**src/rdit_pkg.sv**
```systemverilog
`default_nettype none
package rdit_pkg;

	// register indexes on the configuration port
	localparam int CFG_IDX_BITS = 2;
	localparam logic [CFG_IDX_BITS-1:0] REG_INTERVAL = 2'd0;
	localparam logic [CFG_IDX_BITS-1:0] REG_DELAY    = 2'd1;
	localparam logic [CFG_IDX_BITS-1:0] REG_REPEAT   = 2'd2;
	localparam logic [CFG_IDX_BITS-1:0] REG_FOREVER  = 2'd3;

	// field widths fixed by the interface
	localparam int VAL_BITS   = 32;
	localparam int FIRES_BITS = 33;

	localparam logic [VAL_BITS-1:0]   MAX32     = {VAL_BITS{1'b1}};
	localparam logic [FIRES_BITS-1:0] FIRES_MAX = {FIRES_BITS{1'b1}};

	typedef struct packed {
		logic                mode;
		logic [VAL_BITS-1:0] elapsed;
	} in_word_t;

	typedef struct packed {
		logic                delay_fired;
		logic [VAL_BITS-1:0] fire_count;
		logic [VAL_BITS-1:0] fire_period;
		logic                finished;
	} out_word_t;

endpackage
`default_nettype wire

```
**src/repeating_delay_interval_timer_unit.sv**
```systemverilog
`default_nettype none
// Path of a word: a tick that fires on a nonzero interval goes through delay check, prep,
// divide, limit, fire count and push, with a serial multiply of 32 steps added when the fire
// count is cut or clipped; re-arm, stopped and first ticks go straight to push.
// One word at a time: a new word is taken only when idle; the bit-serial divider (TIME_BITS steps) sets the rate.
// Reset (arst_n low, asynchronous): control and configuration registers zero, timer stopped, output word empty.
module repeating_delay_interval_timer_unit import rdit_pkg::*; #(
	parameter int TIME_BITS = 32
) (
	input  wire logic                    clk,
	input  wire logic                    arst_n,
	input  wire logic                    in_valid,
	output logic                         in_stall,
	input  wire in_word_t                in_data,
	output logic                         out_valid,
	input  wire logic                    out_stall,
	output out_word_t                    out_data,
	input  wire logic                    cfg_valid,
	output logic                         cfg_ready,
	input  wire logic [CFG_IDX_BITS-1:0] cfg_index,
	input  wire logic [VAL_BITS-1:0]     cfg_data
);

	localparam int W = TIME_BITS;
	localparam int MUL_STEPS = VAL_BITS;
	localparam int MCNT_BITS = $clog2(MUL_STEPS + 1);

	localparam logic [3:0] ST_IDLE  = 4'd0;
	localparam logic [3:0] ST_DELAY = 4'd1;
	localparam logic [3:0] ST_PREP  = 4'd2;
	localparam logic [3:0] ST_DIV   = 4'd3;
	localparam logic [3:0] ST_LIMIT = 4'd4;
	localparam logic [3:0] ST_MUL   = 4'd5;
	localparam logic [3:0] ST_SUB   = 4'd6;
	localparam logic [3:0] ST_FIRES = 4'd7;
	localparam logic [3:0] ST_PUSH  = 4'd8;

	logic [3:0]            state_q;
	logic [VAL_BITS-1:0]   interval_q;
	logic [VAL_BITS-1:0]   delay_q;
	logic [VAL_BITS-1:0]   repeat_q;
	logic                  forever_q;
	logic [W-1:0]          acc_q;
	logic [FIRES_BITS-1:0] fires_q;
	logic                  first_q;
	logic                  dpend_q;
	logic                  stopped_q;
	logic                  out_valid_q;
	out_word_t             out_q;
	logic [VAL_BITS-1:0]   n_q;
	logic [VAL_BITS-1:0]   period_q;
	logic                  exact_q;
	logic                  dfired_q;
	logic                  fin_q;
	logic [W-1:0]          prod_q;
	logic [VAL_BITS-1:0]   m_q;
	logic [MCNT_BITS-1:0]  mcnt_q;

	logic                  accept;
	logic                  push_ok;
	logic [W+VAL_BITS:0]   sum_ext;
	logic [W-1:0]          sum_sat;
	logic [W+VAL_BITS-1:0] acc_ext;
	logic [W+VAL_BITS-1:0] dly_ext;
	logic [W+VAL_BITS-1:0] ivl_ext;
	logic [W+VAL_BITS-1:0] rem_ext;
	logic [W+VAL_BITS-1:0] dly_diff;
	logic                  dly_reached;
	logic [VAL_BITS-1:0]   acc_sat32;
	logic [FIRES_BITS-1:0] fires_inc;
	logic [W-1:0]          ivl_w;
	logic                  div_start;
	logic                  div_done;
	logic [W-1:0]          div_quot;
	logic [VAL_BITS-1:0]   div_rem;
	logic [W+VAL_BITS-1:0] quot_ext;
	logic [FIRES_BITS-1:0] rep_ext;
	logic [FIRES_BITS-1:0] left;
	logic                  cut;
	logic [VAL_BITS-1:0]   n_fin;
	logic                  need_mul;
	logic [FIRES_BITS:0]   fires_sum;

	assign accept    = in_valid && !in_stall;
	assign push_ok   = !out_valid_q || !out_stall;
	assign in_stall  = state_q != ST_IDLE;
	assign cfg_ready = 1'b1;
	assign out_valid = out_valid_q;
	assign out_data  = out_q;

	// saturating accumulate, delay compare and narrowing of time values
	always_comb begin
		sum_ext     = {{(VAL_BITS + 1){1'b0}}, acc_q}
		            + {{(W + 1){1'b0}}, in_data.elapsed};
		sum_sat     = (|sum_ext[W+VAL_BITS:W]) ? {W{1'b1}} : sum_ext[W-1:0];
		acc_ext     = {{VAL_BITS{1'b0}}, acc_q};
		dly_ext     = {{W{1'b0}}, delay_q};
		ivl_ext     = {{W{1'b0}}, interval_q};
		rem_ext     = {{W{1'b0}}, div_rem};
		ivl_w       = ivl_ext[W-1:0];
		dly_diff    = acc_ext - dly_ext;
		dly_reached = acc_ext >= dly_ext;
		acc_sat32   = (|acc_ext[W+VAL_BITS-1:VAL_BITS]) ? MAX32 : acc_ext[VAL_BITS-1:0];
		fires_inc   = (fires_q == FIRES_MAX) ? FIRES_MAX : fires_q + 1'b1;
		quot_ext    = {{VAL_BITS{1'b0}}, div_quot};
	end

	// cut the fire count to what the repeat limit leaves
	always_comb begin
		rep_ext  = {1'b0, repeat_q};
		left     = (fires_q <= rep_ext) ? rep_ext + 1'b1 - fires_q : FIRES_BITS'(1);
		cut      = !forever_q && (n_q != '0) && ({1'b0, n_q} >= left);
		n_fin    = cut ? left[VAL_BITS-1:0] : n_q;
		need_mul = (interval_q != '0) && (cut || !exact_q);
		fires_sum = {1'b0, fires_q} + {2'b00, n_q};
	end

	assign div_start = state_q == ST_PREP && interval_q != '0;

	rdit_div #(.W(W)) u_div (
		.clk      (clk),
		.arst_n   (arst_n),
		.start    (div_start),
		.dividend (acc_q),
		.divisor  (interval_q),
		.done     (div_done),
		.quot     (div_quot),
		.rem      (div_rem)
	);

	// configuration registers
	always_ff @(posedge clk or negedge arst_n) begin
		if (!arst_n) begin
			interval_q <= '0;
			delay_q    <= '0;
			repeat_q   <= '0;
			forever_q  <= 1'b0;
		end else if (cfg_valid && cfg_ready) begin
			unique case (cfg_index)
				REG_INTERVAL: interval_q <= cfg_data;
				REG_DELAY:    delay_q    <= cfg_data;
				REG_REPEAT:   repeat_q   <= cfg_data;
				REG_FOREVER:  forever_q  <= cfg_data[0];
			endcase
		end
	end

	// sequencer and timer state
	always_ff @(posedge clk or negedge arst_n) begin
		if (!arst_n) begin
			state_q     <= ST_IDLE;
			acc_q       <= '0;
			fires_q     <= '0;
			first_q     <= 1'b0;
			dpend_q     <= 1'b0;
			stopped_q   <= 1'b1;
			out_valid_q <= 1'b0;
			mcnt_q      <= '0;
		end else begin
			// load the output word or drop it once taken
			if (state_q == ST_PUSH && push_ok) begin
				out_valid_q <= 1'b1;
			end else if (out_valid_q && !out_stall) begin
				out_valid_q <= 1'b0;
			end
			unique case (state_q)
				ST_IDLE: begin
					if (accept) begin
						state_q <= ST_PUSH;
						if (in_data.mode) begin
							acc_q     <= '0;
							fires_q   <= '0;
							first_q   <= 1'b1;
							dpend_q   <= delay_q != '0;
							stopped_q <= 1'b0;
						end else if (!stopped_q && first_q) begin
							first_q <= 1'b0;
							acc_q   <= '0;
							fires_q <= '0;
						end else if (!stopped_q) begin
							acc_q   <= sum_sat;
							state_q <= ST_DELAY;
						end
					end
				end
				ST_DELAY: begin
					if (!dpend_q) begin
						state_q <= ST_PREP;
					end else if (!dly_reached) begin
						state_q <= ST_PUSH;
					end else begin
						acc_q   <= dly_diff[W-1:0];
						fires_q <= fires_inc;
						dpend_q <= 1'b0;
						if (!forever_q && fires_inc > rep_ext) begin
							stopped_q <= 1'b1;
							state_q   <= ST_PUSH;
						end else begin
							state_q <= ST_PREP;
						end
					end
				end
				ST_PREP: begin
					if (interval_q == '0) begin
						acc_q   <= '0;
						state_q <= ST_LIMIT;
					end else begin
						state_q <= ST_DIV;
					end
				end
				ST_DIV: begin
					if (div_done) begin
						state_q <= ST_LIMIT;
					end
				end
				ST_LIMIT: begin
					if (cut) begin
						stopped_q <= 1'b1;
					end
					if (need_mul) begin
						mcnt_q  <= MCNT_BITS'(MUL_STEPS);
						state_q <= ST_MUL;
					end else begin
						if (interval_q != '0) begin
							acc_q <= rem_ext[W-1:0];
						end
						state_q <= ST_FIRES;
					end
				end
				ST_MUL: begin
					mcnt_q <= mcnt_q - 1'b1;
					if (mcnt_q == MCNT_BITS'(1)) begin
						state_q <= ST_SUB;
					end
				end
				ST_SUB: begin
					acc_q   <= acc_q - prod_q;
					state_q <= ST_FIRES;
				end
				ST_FIRES: begin
					fires_q <= fires_sum[FIRES_BITS] ? FIRES_MAX : fires_sum[FIRES_BITS-1:0];
					state_q <= ST_PUSH;
				end
				ST_PUSH: begin
					if (push_ok) begin
						state_q <= ST_IDLE;
					end
				end
				default: state_q <= ST_IDLE;
			endcase
		end
	end

	// result fields and serial multiply datapath
	always_ff @(posedge clk) begin
		unique case (state_q)
			ST_IDLE: begin
				if (accept) begin
					n_q      <= '0;
					period_q <= '0;
					exact_q  <= 1'b1;
					dfired_q <= 1'b0;
					fin_q    <= 1'b0;
				end
			end
			ST_DELAY: begin
				if (dpend_q && dly_reached) begin
					dfired_q <= 1'b1;
					fin_q    <= !forever_q && fires_inc > rep_ext;
				end
			end
			ST_PREP: begin
				if (interval_q == '0) begin
					n_q      <= VAL_BITS'(1);
					period_q <= acc_sat32;
					exact_q  <= 1'b1;
				end
			end
			ST_DIV: begin
				if (div_done) begin
					n_q      <= (|quot_ext[W+VAL_BITS-1:VAL_BITS]) ? MAX32
					            : quot_ext[VAL_BITS-1:0];
					exact_q  <= !(|quot_ext[W+VAL_BITS-1:VAL_BITS]);
					period_q <= interval_q;
				end
			end
			ST_LIMIT: begin
				n_q    <= n_fin;
				fin_q  <= fin_q || cut;
				m_q    <= n_fin;
				prod_q <= '0;
			end
			ST_MUL: begin
				prod_q <= {prod_q[W-2:0], 1'b0} + (m_q[VAL_BITS-1] ? ivl_w : '0);
				m_q    <= {m_q[VAL_BITS-2:0], 1'b0};
			end
			ST_PUSH: begin
				if (push_ok) begin
					out_q.delay_fired <= dfired_q;
					out_q.fire_count  <= n_q;
					out_q.fire_period <= (n_q != '0) ? period_q : '0;
					out_q.finished    <= fin_q;
				end
			end
			default: begin
			end
		endcase
	end

	a_div_in_div: assert property (@(posedge clk) disable iff (!arst_n)
		div_done |-> state_q == ST_DIV)
		else $error("divider finished outside the divide step");
	a_push_moves: assert property (@(posedge clk) disable iff (!arst_n)
		(state_q == ST_PUSH && !(out_valid_q && out_stall)) |=>
		(out_valid_q && state_q == ST_IDLE))
		else $error("result word not loaded when output was free");
	a_zero_period: assert property (@(posedge clk) disable iff (!arst_n)
		(out_valid_q && out_q.fire_count == '0) |-> out_q.fire_period == '0)
		else $error("period reported without fires");

endmodule
`default_nettype wire

```
**src/rdit_div.sv**
```systemverilog
`default_nettype none
module rdit_div import rdit_pkg::*; #(
	parameter int W = 32
) (
	input  wire logic                clk,
	input  wire logic                arst_n,
	input  wire logic                start,
	input  wire logic [W-1:0]        dividend,
	input  wire logic [VAL_BITS-1:0] divisor,
	output logic                     done,
	output logic [W-1:0]             quot,
	output logic [VAL_BITS-1:0]      rem
);

	localparam int CNT_BITS = $clog2(W + 1);

	logic                  run_q;
	logic                  done_q;
	logic [CNT_BITS-1:0]   cnt_q;
	logic [W-1:0]          d_q;
	logic [VAL_BITS-1:0]   r_q;
	logic [VAL_BITS-1:0]   dv_q;
	logic [VAL_BITS:0]     partial;
	logic [VAL_BITS:0]     diff;
	logic                  ge;

	// one restoring step: shift a dividend bit into the partial remainder
	always_comb begin
		partial = {r_q, d_q[W-1]};
		diff    = partial - {1'b0, dv_q};
		ge      = partial >= {1'b0, dv_q};
	end

	// sequence the steps, one quotient bit a cycle
	always_ff @(posedge clk or negedge arst_n) begin
		if (!arst_n) begin
			run_q  <= 1'b0;
			done_q <= 1'b0;
			cnt_q  <= '0;
		end else begin
			done_q <= 1'b0;
			if (start) begin
				run_q <= 1'b1;
				cnt_q <= CNT_BITS'(W);
			end else if (run_q) begin
				cnt_q <= cnt_q - 1'b1;
				if (cnt_q == CNT_BITS'(1)) begin
					run_q  <= 1'b0;
					done_q <= 1'b1;
				end
			end
		end
	end

	// shift dividend out and quotient in
	always_ff @(posedge clk) begin
		if (start) begin
			d_q  <= dividend;
			r_q  <= '0;
			dv_q <= divisor;
		end else if (run_q) begin
			d_q <= {d_q[W-2:0], ge};
			r_q <= ge ? diff[VAL_BITS-1:0] : partial[VAL_BITS-1:0];
		end
	end

	assign done = done_q;
	assign quot = d_q;
	assign rem  = r_q;

	a_done_after_run: assert property (@(posedge clk) disable iff (!arst_n)
		done_q |-> $past(run_q))
		else $error("divider done without a running pass");
	a_run_count: assert property (@(posedge clk) disable iff (!arst_n)
		run_q |-> cnt_q != '0)
		else $error("divider running with an empty step count");
	a_rem_range: assert property (@(posedge clk) disable iff (!arst_n)
		done_q |-> r_q < dv_q)
		else $error("divider remainder not below divisor");

endmodule
`default_nettype wire
```
**config.mk**
```make
export PLATFORM = sky130hd
export DESIGN_NAME = repeating_delay_interval_timer_unit
export DESIGN_NICKNAME = d
export VERILOG_FILES = /design/src/rdit_pkg.sv /design/src/repeating_delay_interval_timer_unit.sv /design/src/rdit_div.sv
export SDC_FILE = /design/constraint.sdc
export NUM_CORES = 1
export LEC_CHECK = 0
export ABC_CLOCK_PERIOD_IN_PS = 7700
export BUFFER_PORTS_ARGS = -buffer_cell sky130_fd_sc_hd__buf_2
export CAP_MARGIN = 20
export CORE_MARGIN = 5
export CORE_UTILIZATION = 50
export DETAILED_ROUTE_END_ITERATION = 6
export GPL_ROUTABILITY_DRIVEN = 1
export PLACE_DENSITY = 0.72
export SYNTH_ARGS = -nofsm -noshare
export SYNTH_HDL_FRONTEND = slang
export SYNTH_HIERARCHICAL = 1
export SYNTH_SLANG_ARGS = --single-unit
export TNS_END_PERCENT = 10
```
**constraint.sdc**
```tcl
create_clock -name clk -period 7.7 [get_ports clk]
set_input_delay 1.54 -clock clk [delete_from_list [all_inputs] [get_ports clk]]
set_output_delay 1.54 -clock clk [all_outputs]
set_load 0.05 [all_outputs]
```
==> results.tsv, run 1 <==
metric	value	unit
drc_errors	0	
max_freq	149	MHz
cpMaxStageDelayCell	dfrtp_1	
crit_path_start_kind	flip-flop	
status	finished clean	
drv_cap	0	
clk_path_buf_depth	3	
p_sw_frac	0.448	
critPathMaxStageDelay	0.47	ns
gr-total-overflow	0	
path_class	flip-flop to flip-flop	
reg2reg_from	fires_q[1]	
grt_pass1_vias	28800	
synthArstFlopShare	0.387	
die_h	277	µm
r2r-end	acc_q[6]	
cts-hold-fix-buffers	0	
design.core.area	71200	µm²
post_cts_buffers	0	
multiInputGateArea	21100	µm²
yosysWarnings	6	
endpoint	acc_q[6]	
die_x	277	µm
reg2regPathDepth	26	
viasPerCell	6.16	
fill_cells	6352	
setup_tns	0	ns
layout.nets	4317	
clkTransAtPathRegs	0.06	ns
syn2layout_area_growth	10.3	%
p_leak	17.4	nW
finalMaxSlewViolations	0	
clock-skew-final	0.0204	ns
start_util	0.502	
vias	30100	
cts_made_buffers	56	
cts_resized	0	
min_path_type	flip-flop to flip-flop	
ys_seq_area_frac	0.365	
synthTopCellsByArea	edfxtp_1 (22%), dfrtp_1 (13%), ha_1 (12%)	
synth_top_area_share	0.218	
avgSynthCellArea	9.40	µm²
finalSetupViolations	0	
regToRegSetupSlack	0.97	ns
io-pin-count	141	
power_switching	6.91	mW
wl	111000	µm
grt_pass1_wl	170000	µm
syn_inst	3803	
drive_gt1_frac	0.131	
rows	98	
required	8.21	ns
worstMarginPinSlew	1.00	ns
clock_sinks	476	
final_common_cell	ha_1	
netlist_area	35700	µm²
pwr-share-seq	0.281	
root_buffer	clkbuf_16	
synth_flop_cell	edfxtp_1	
insertion_delay	0.64	ns
gp_congestion	0.955	
end_kind	flip-flop	
dieArea	76900	µm²
cts_tree	built	
syn-num-nets	4234	
hold_violations	0	
powerDensity	391	nW/µm²
seq_area	13100	µm²
antenna_found_initial	3	
synth_edf_count	260	
drtPass1Iterations	6	
crit_top_cell	ha_1	
synth_cell_types	101	
final_cell_mix	ha_1 (352), nand2_1 (292), a21oi_1 (282), inv_1 (271), nor2_1 (262)	
p_comb_frac	0.530	
drt_iter0_markers	3046	
ir_drop	0.371	mV
crit_path_start	fires_q[1]	
synth-seq-cells	476	
cts_max_level	2	
grt_usage	0.278	
grt_max_degree	144	
postRouteAntennaNets	0	
final.min_clock_period	6.73	ns
total_power	15.4	mW
maxSlewHeadroom	0.329	
arrival	7.24	ns
critPathMaxFanout	30	
min_period_over_period	0.874	
dp_hpwl	84200	µm
io_buffers	139	
synth_area_leader_cell	edfxtp_1	
internal_power	8.51	mW
rsz0062_at_grt	false	
routedWlPerCell	22.8	µm
p_clk_frac	0.189	
==> flip-flops by register name, summed over array words and instances (netlist names), 4 cells and up <==
signal / count
n_q: 32
u_div/rem: 32
u_div/quot: 32
repeat_q: 32
out_data: 66
state_q: 4
u_div/cnt_q: 6
delay_q: 32
mcnt_q: 6
interval_q: 32
u_div/dv_q: 32
acc_q: 32
prod_q: 32
period_q: 32
fires_q: 33
m_q: 32
==> final cells by class <==
cell class / instances / area share
multi-input cells: 2902 / 0.536
flip-flops and latches: 476 / 0.331
clock buffers: 75 / 0.0404
well taps: 950 / 0.0302
inverters: 272 / 0.0259
repair buffers: 178 / 0.0256
clock inverters: 30 / 0.0109
diodes: 1 / 0.0000635
==> how the worst min path moves through the flow <==
stage	cells past startpoint	slack, ns	endpoint	start
2_1_floorplan	0	0.40	out_data[65]	dfired_q
3_3_place_gp	0	0.41	out_data[65]	dfired_q
3_5_place_dp	0	0.41	out_data[65]	dfired_q
4_1_cts	0	0.42	out_data[65]	dfired_q
5_1_grt	0	0.43	out_data[65]	dfired_q
6_report	0	0.42	out_data[65]	dfired_q
==> power by group through the flow <==
| stage | registers (mW) | logic [mW] | clock network [mW] |
|---|---|---|---|
| 2_1_floorplan | 4.40 | 5.74 | 0 |
| 3_3_place_gp | 4.34 | 7.91 | 0 |
| 3_5_place_dp | 4.35 | 7.98 | 0 |
| 4_1_cts | 4.31 | 8.05 | 2.97 |
| 5_1_grt | 4.39 | 8.91 | 3.07 |
| 6_report | 4.33 | 8.17 | 2.92 |
==> cells in the mapped netlist (31+ instances only) <==
library cell    n
a211oi_1       31
a21o_1        142
a21oi_1       283
and2_1         45
and3_1         33
clkbuf_1      123
dfrtp_1       183
dfxtp_1        32
edfxtp_1      260
ha_1          352
inv_1         272
mux2_2        188
mux2i_1        42
nand2_1       293
nand2b_1       38
nand3_1        82
nand4_1        54
nor2_1        265
nor2b_1        59
nor3_1         41
nor4_1         42
o211ai_1       47
o21a_1         40
o21ai_0       204
o21bai_1       35
xnor2_1       141
xor2_1         73
==> routing by layer <==
metal	vias to the layer above	wire (µm)	global-route usage
li1	14200	-	-
met1	14500	47500	0.381
met2	1214	49800	0.441
met3	230	8200	0.0371
met4	0	5760	0.124
met5	-	0	0
==> through the flow <==
stage	std cells	utilization	hold slack [ns]	area [µm²]	worst slack, ns
6_report	4884	0.553	0.421	39400	0.970
5_1_grt	4884	0.553	0.431	39400	0.619
4_1_cts	4883	0.553	0.420	39400	1.01
3_5_place_dp	4778	0.525	0.406	37400	1.05
3_3_place_gp	4778	0.525	0.405	37400	1.18
2_1_floorplan	3803	-	0.400	35700	2.14
==> critical path, delay by kind of cell (launching register included) <==
| family | cells | cell delay (ns) |
|---|---|---|
| fa+ha+maj | 5 | 1.57 |
| simple gates | 3 | 0.49 |
| mux | 2 | 0.72 |
| buf+inv | 3 | 0.74 |
| flops | 1 | 0.47 |
| compound gates | 13 | 2.58 |
==> logic make-up (layout without fill, tap and decap cells) <==
family | Yosys count | count (layout) | synth area share
AND/OR/NAND/NOR | 1030 | 1030 | 0.140
other | 1 | 2 | 0.000105
flip-flops | 476 | 476 | 0.365
XOR/XNOR | 214 | 214 | 0.0524
AO/OA/AOI/OAI | 1066 | 1066 | 0.197
buffers and inverters | 425 | 555 | 0.0468
adder cells (fa/ha/maj) | 360 | 360 | 0.127
multiplexers | 231 | 231 | 0.0714
No activity file was read; power rests on OpenSTA's default activity.
==> inputs of run 2 (changes only) <==
PLACE_DENSITY = 0.71   (was 0.72)
==> run 2 against run 1 <==
Effect of this change:
- the flow now finishes with violations (design-rule violations)
- setup slack improved by 0.013 ns
- sequential cell count did not move
- die area did not move
- first-iteration DRC count fell by 11%
- routed wire length rose by 2.2%
- largest cell class unchanged
==> results.tsv, run 2 (same netlist as run 1, synthesis figures left out) <==
metric	value	unit
gr-total-overflow	0	
critPathMaxStageDelay	0.51	ns
multiInputGateArea	21100	µm²
grt_pass1_vias	29000	
crit_top_cell	ha_1	
path_cells	ha_1 -> inv_1 -> ha_1 -> fa_1 -> a21o_1 -> maj3_2 -> a31o_1 -> a211o_1 -> a41oi_2 -> a31oi_1 -> a221oi_1 -> o31ai_1 -> mux2i_1 -> ha_1 -> nand3_1 -> nor4_1 -> nand2_1 -> o21ai_0 -> a31oi_1 -> nor3_1 -> o31ai_4 -> buf_4 -> mux2i_1 -> o22ai_1	
path_class	flip-flop to flip-flop	
dp_cells	4779	
max_freq	149	MHz
layout.nets	4316	
antenna_found_initial	4	
regToRegSetupSlack	0.98	ns
io-pin-count	141	
final.setup.worst_slack	0.983	ns
drv_cap	0	
die_h	277	µm
cts_made_buffers	54	
min_period_over_period	0.872	
vias	30100	
violations	design-rule violations	
status	finished, violations left	
root_buffer	clkbuf_16	
wl_met2	52100	µm
final.min_clock_period	6.72	ns
design.core.area	71200	µm²
end_kind	flip-flop	
finalSetupViolations	0	
dieArea	76900	µm²
reg2reg_from	fires_q[1]	
hold_violations	0	
clkTransAtPathRegs	0.06	ns
final_common_cell	ha_1	
worstMarginPinSlew	1.29	ns
fill_cells	6456	
cts_resized	0	
seq_area	13100	µm²
post_cts_buffers	0	
maxSlewHeadroom	0.120	
io_buffers	139	
final_cells	4884	
postRouteAntennaNets	0	
total_power	15.3	mW
whs_endpoint	out_data[65]	
hold_ws	0.426	ns
min_path_type	flip-flop to flip-flop	
rows	98	
wl_met3	7520	µm
setup_tns	0	ns
finalMaxSlewViolations	0	
top_layer	met4	
die_x	277	µm
required	8.06	ns
routedWlPerCell	23.3	µm
start_util	0.502	
insertion_delay	0.64	ns
reg2regPathDepth	24	
largest_reg_flops	66	
worst-path-buf-inv	2	
grt_usage	0.285	
drc_errors	4	
cpMaxStageDelayCell	a221oi_1	
cts_max_level	2	
holdCritStartpoint	dfired_q	
critPathMaxFanout	24	
r2r-end	n_q[0]	
drt_iter0_markers	2706	
cts_tree	built	
whs_path_depth	0	
drtPass1Iterations	7	
arrival	7.08	ns
dp_slack	1.08	ns
cts-hold-fix-buffers	0	
grt_pass1_wl	173000	µm
gp_congestion	0.973	
drive_gt1_frac	0.129	
wl	114000	µm
syn2layout_area_growth	9.83	%
grt_max_degree	127	
met1_length	49000	µm
rsz0062_at_grt	false	
clock_sinks	476	
dp_hpwl	85600	µm
clk_path_buf_depth	3	
viasPerCell	6.15	
final_cell_mix	ha_1 (352), nand2_1 (292), a21oi_1 (282), inv_1 (271), nor2_1 (262)	
path_delay_family	compound AO/OA/AOI/OAI gates	
crit_path_start_kind	flip-flop	
clock-skew-final	0.0167	ns
powerDensity	390	nW/µm²
p_leak	17.3	nW
ir_drop	0.276	mV
[run 2: worst max-delay path by stage]
stage / cells past startpoint / start / slack, ns / endpoint
6_report: 24 / fires_q[1] / 0.98 / n_q[0]
5_1_grt: 24 / fires_q[1] / 0.52 / n_q[0]
3_3_place_gp: 26 / fires_q[1] / 1.27 / n_q[10]
3_5_place_dp: 25 / fires_q[1] / 1.08 / n_q[11]
4_1_cts: 25 / fires_q[1] / 1.02 / n_q[0]
2_1_floorplan: 24 / fires_q[1] / 2.14 / mcnt_q[1]
[run 2: final cells by class]
type | count | share of cell area
Inverter | 272 | 0.0260
Clock buffer | 68 | 0.0363
Sequential cell | 476 | 0.333
Timing Repair Buffer | 179 | 0.0259
Tap cell | 950 | 0.0303
Clock inverter | 34 | 0.0110
Antenna cell | 3 | 0.000191
Multi-Input combinational cell | 2902 | 0.538
[run 2: layer usage]
layer | vias to the layer above | global-route usage
met1 | 14600 | 0.389
met5 | - | 0
met3 | 225 | 0.0329
met4 | 0 | 0.113
li1 | 14200 | -
met2 | 1060 | 0.464
[run 2: power breakdown]
part,internal [mW],switching [mW],leakage [nW]
logic,3.20,4.97,11.4
registers,3.54,0.830,5.02
clock network,1.59,1.16,0.888
[run 2: per-stage QoR]
step,util,cell area [µm²]
finish,0.551,39300
floorplan,-,35700
detailed placement,0.525,37400
CTS,0.551,39300
global route,0.551,39300
global placement,0.525,37400
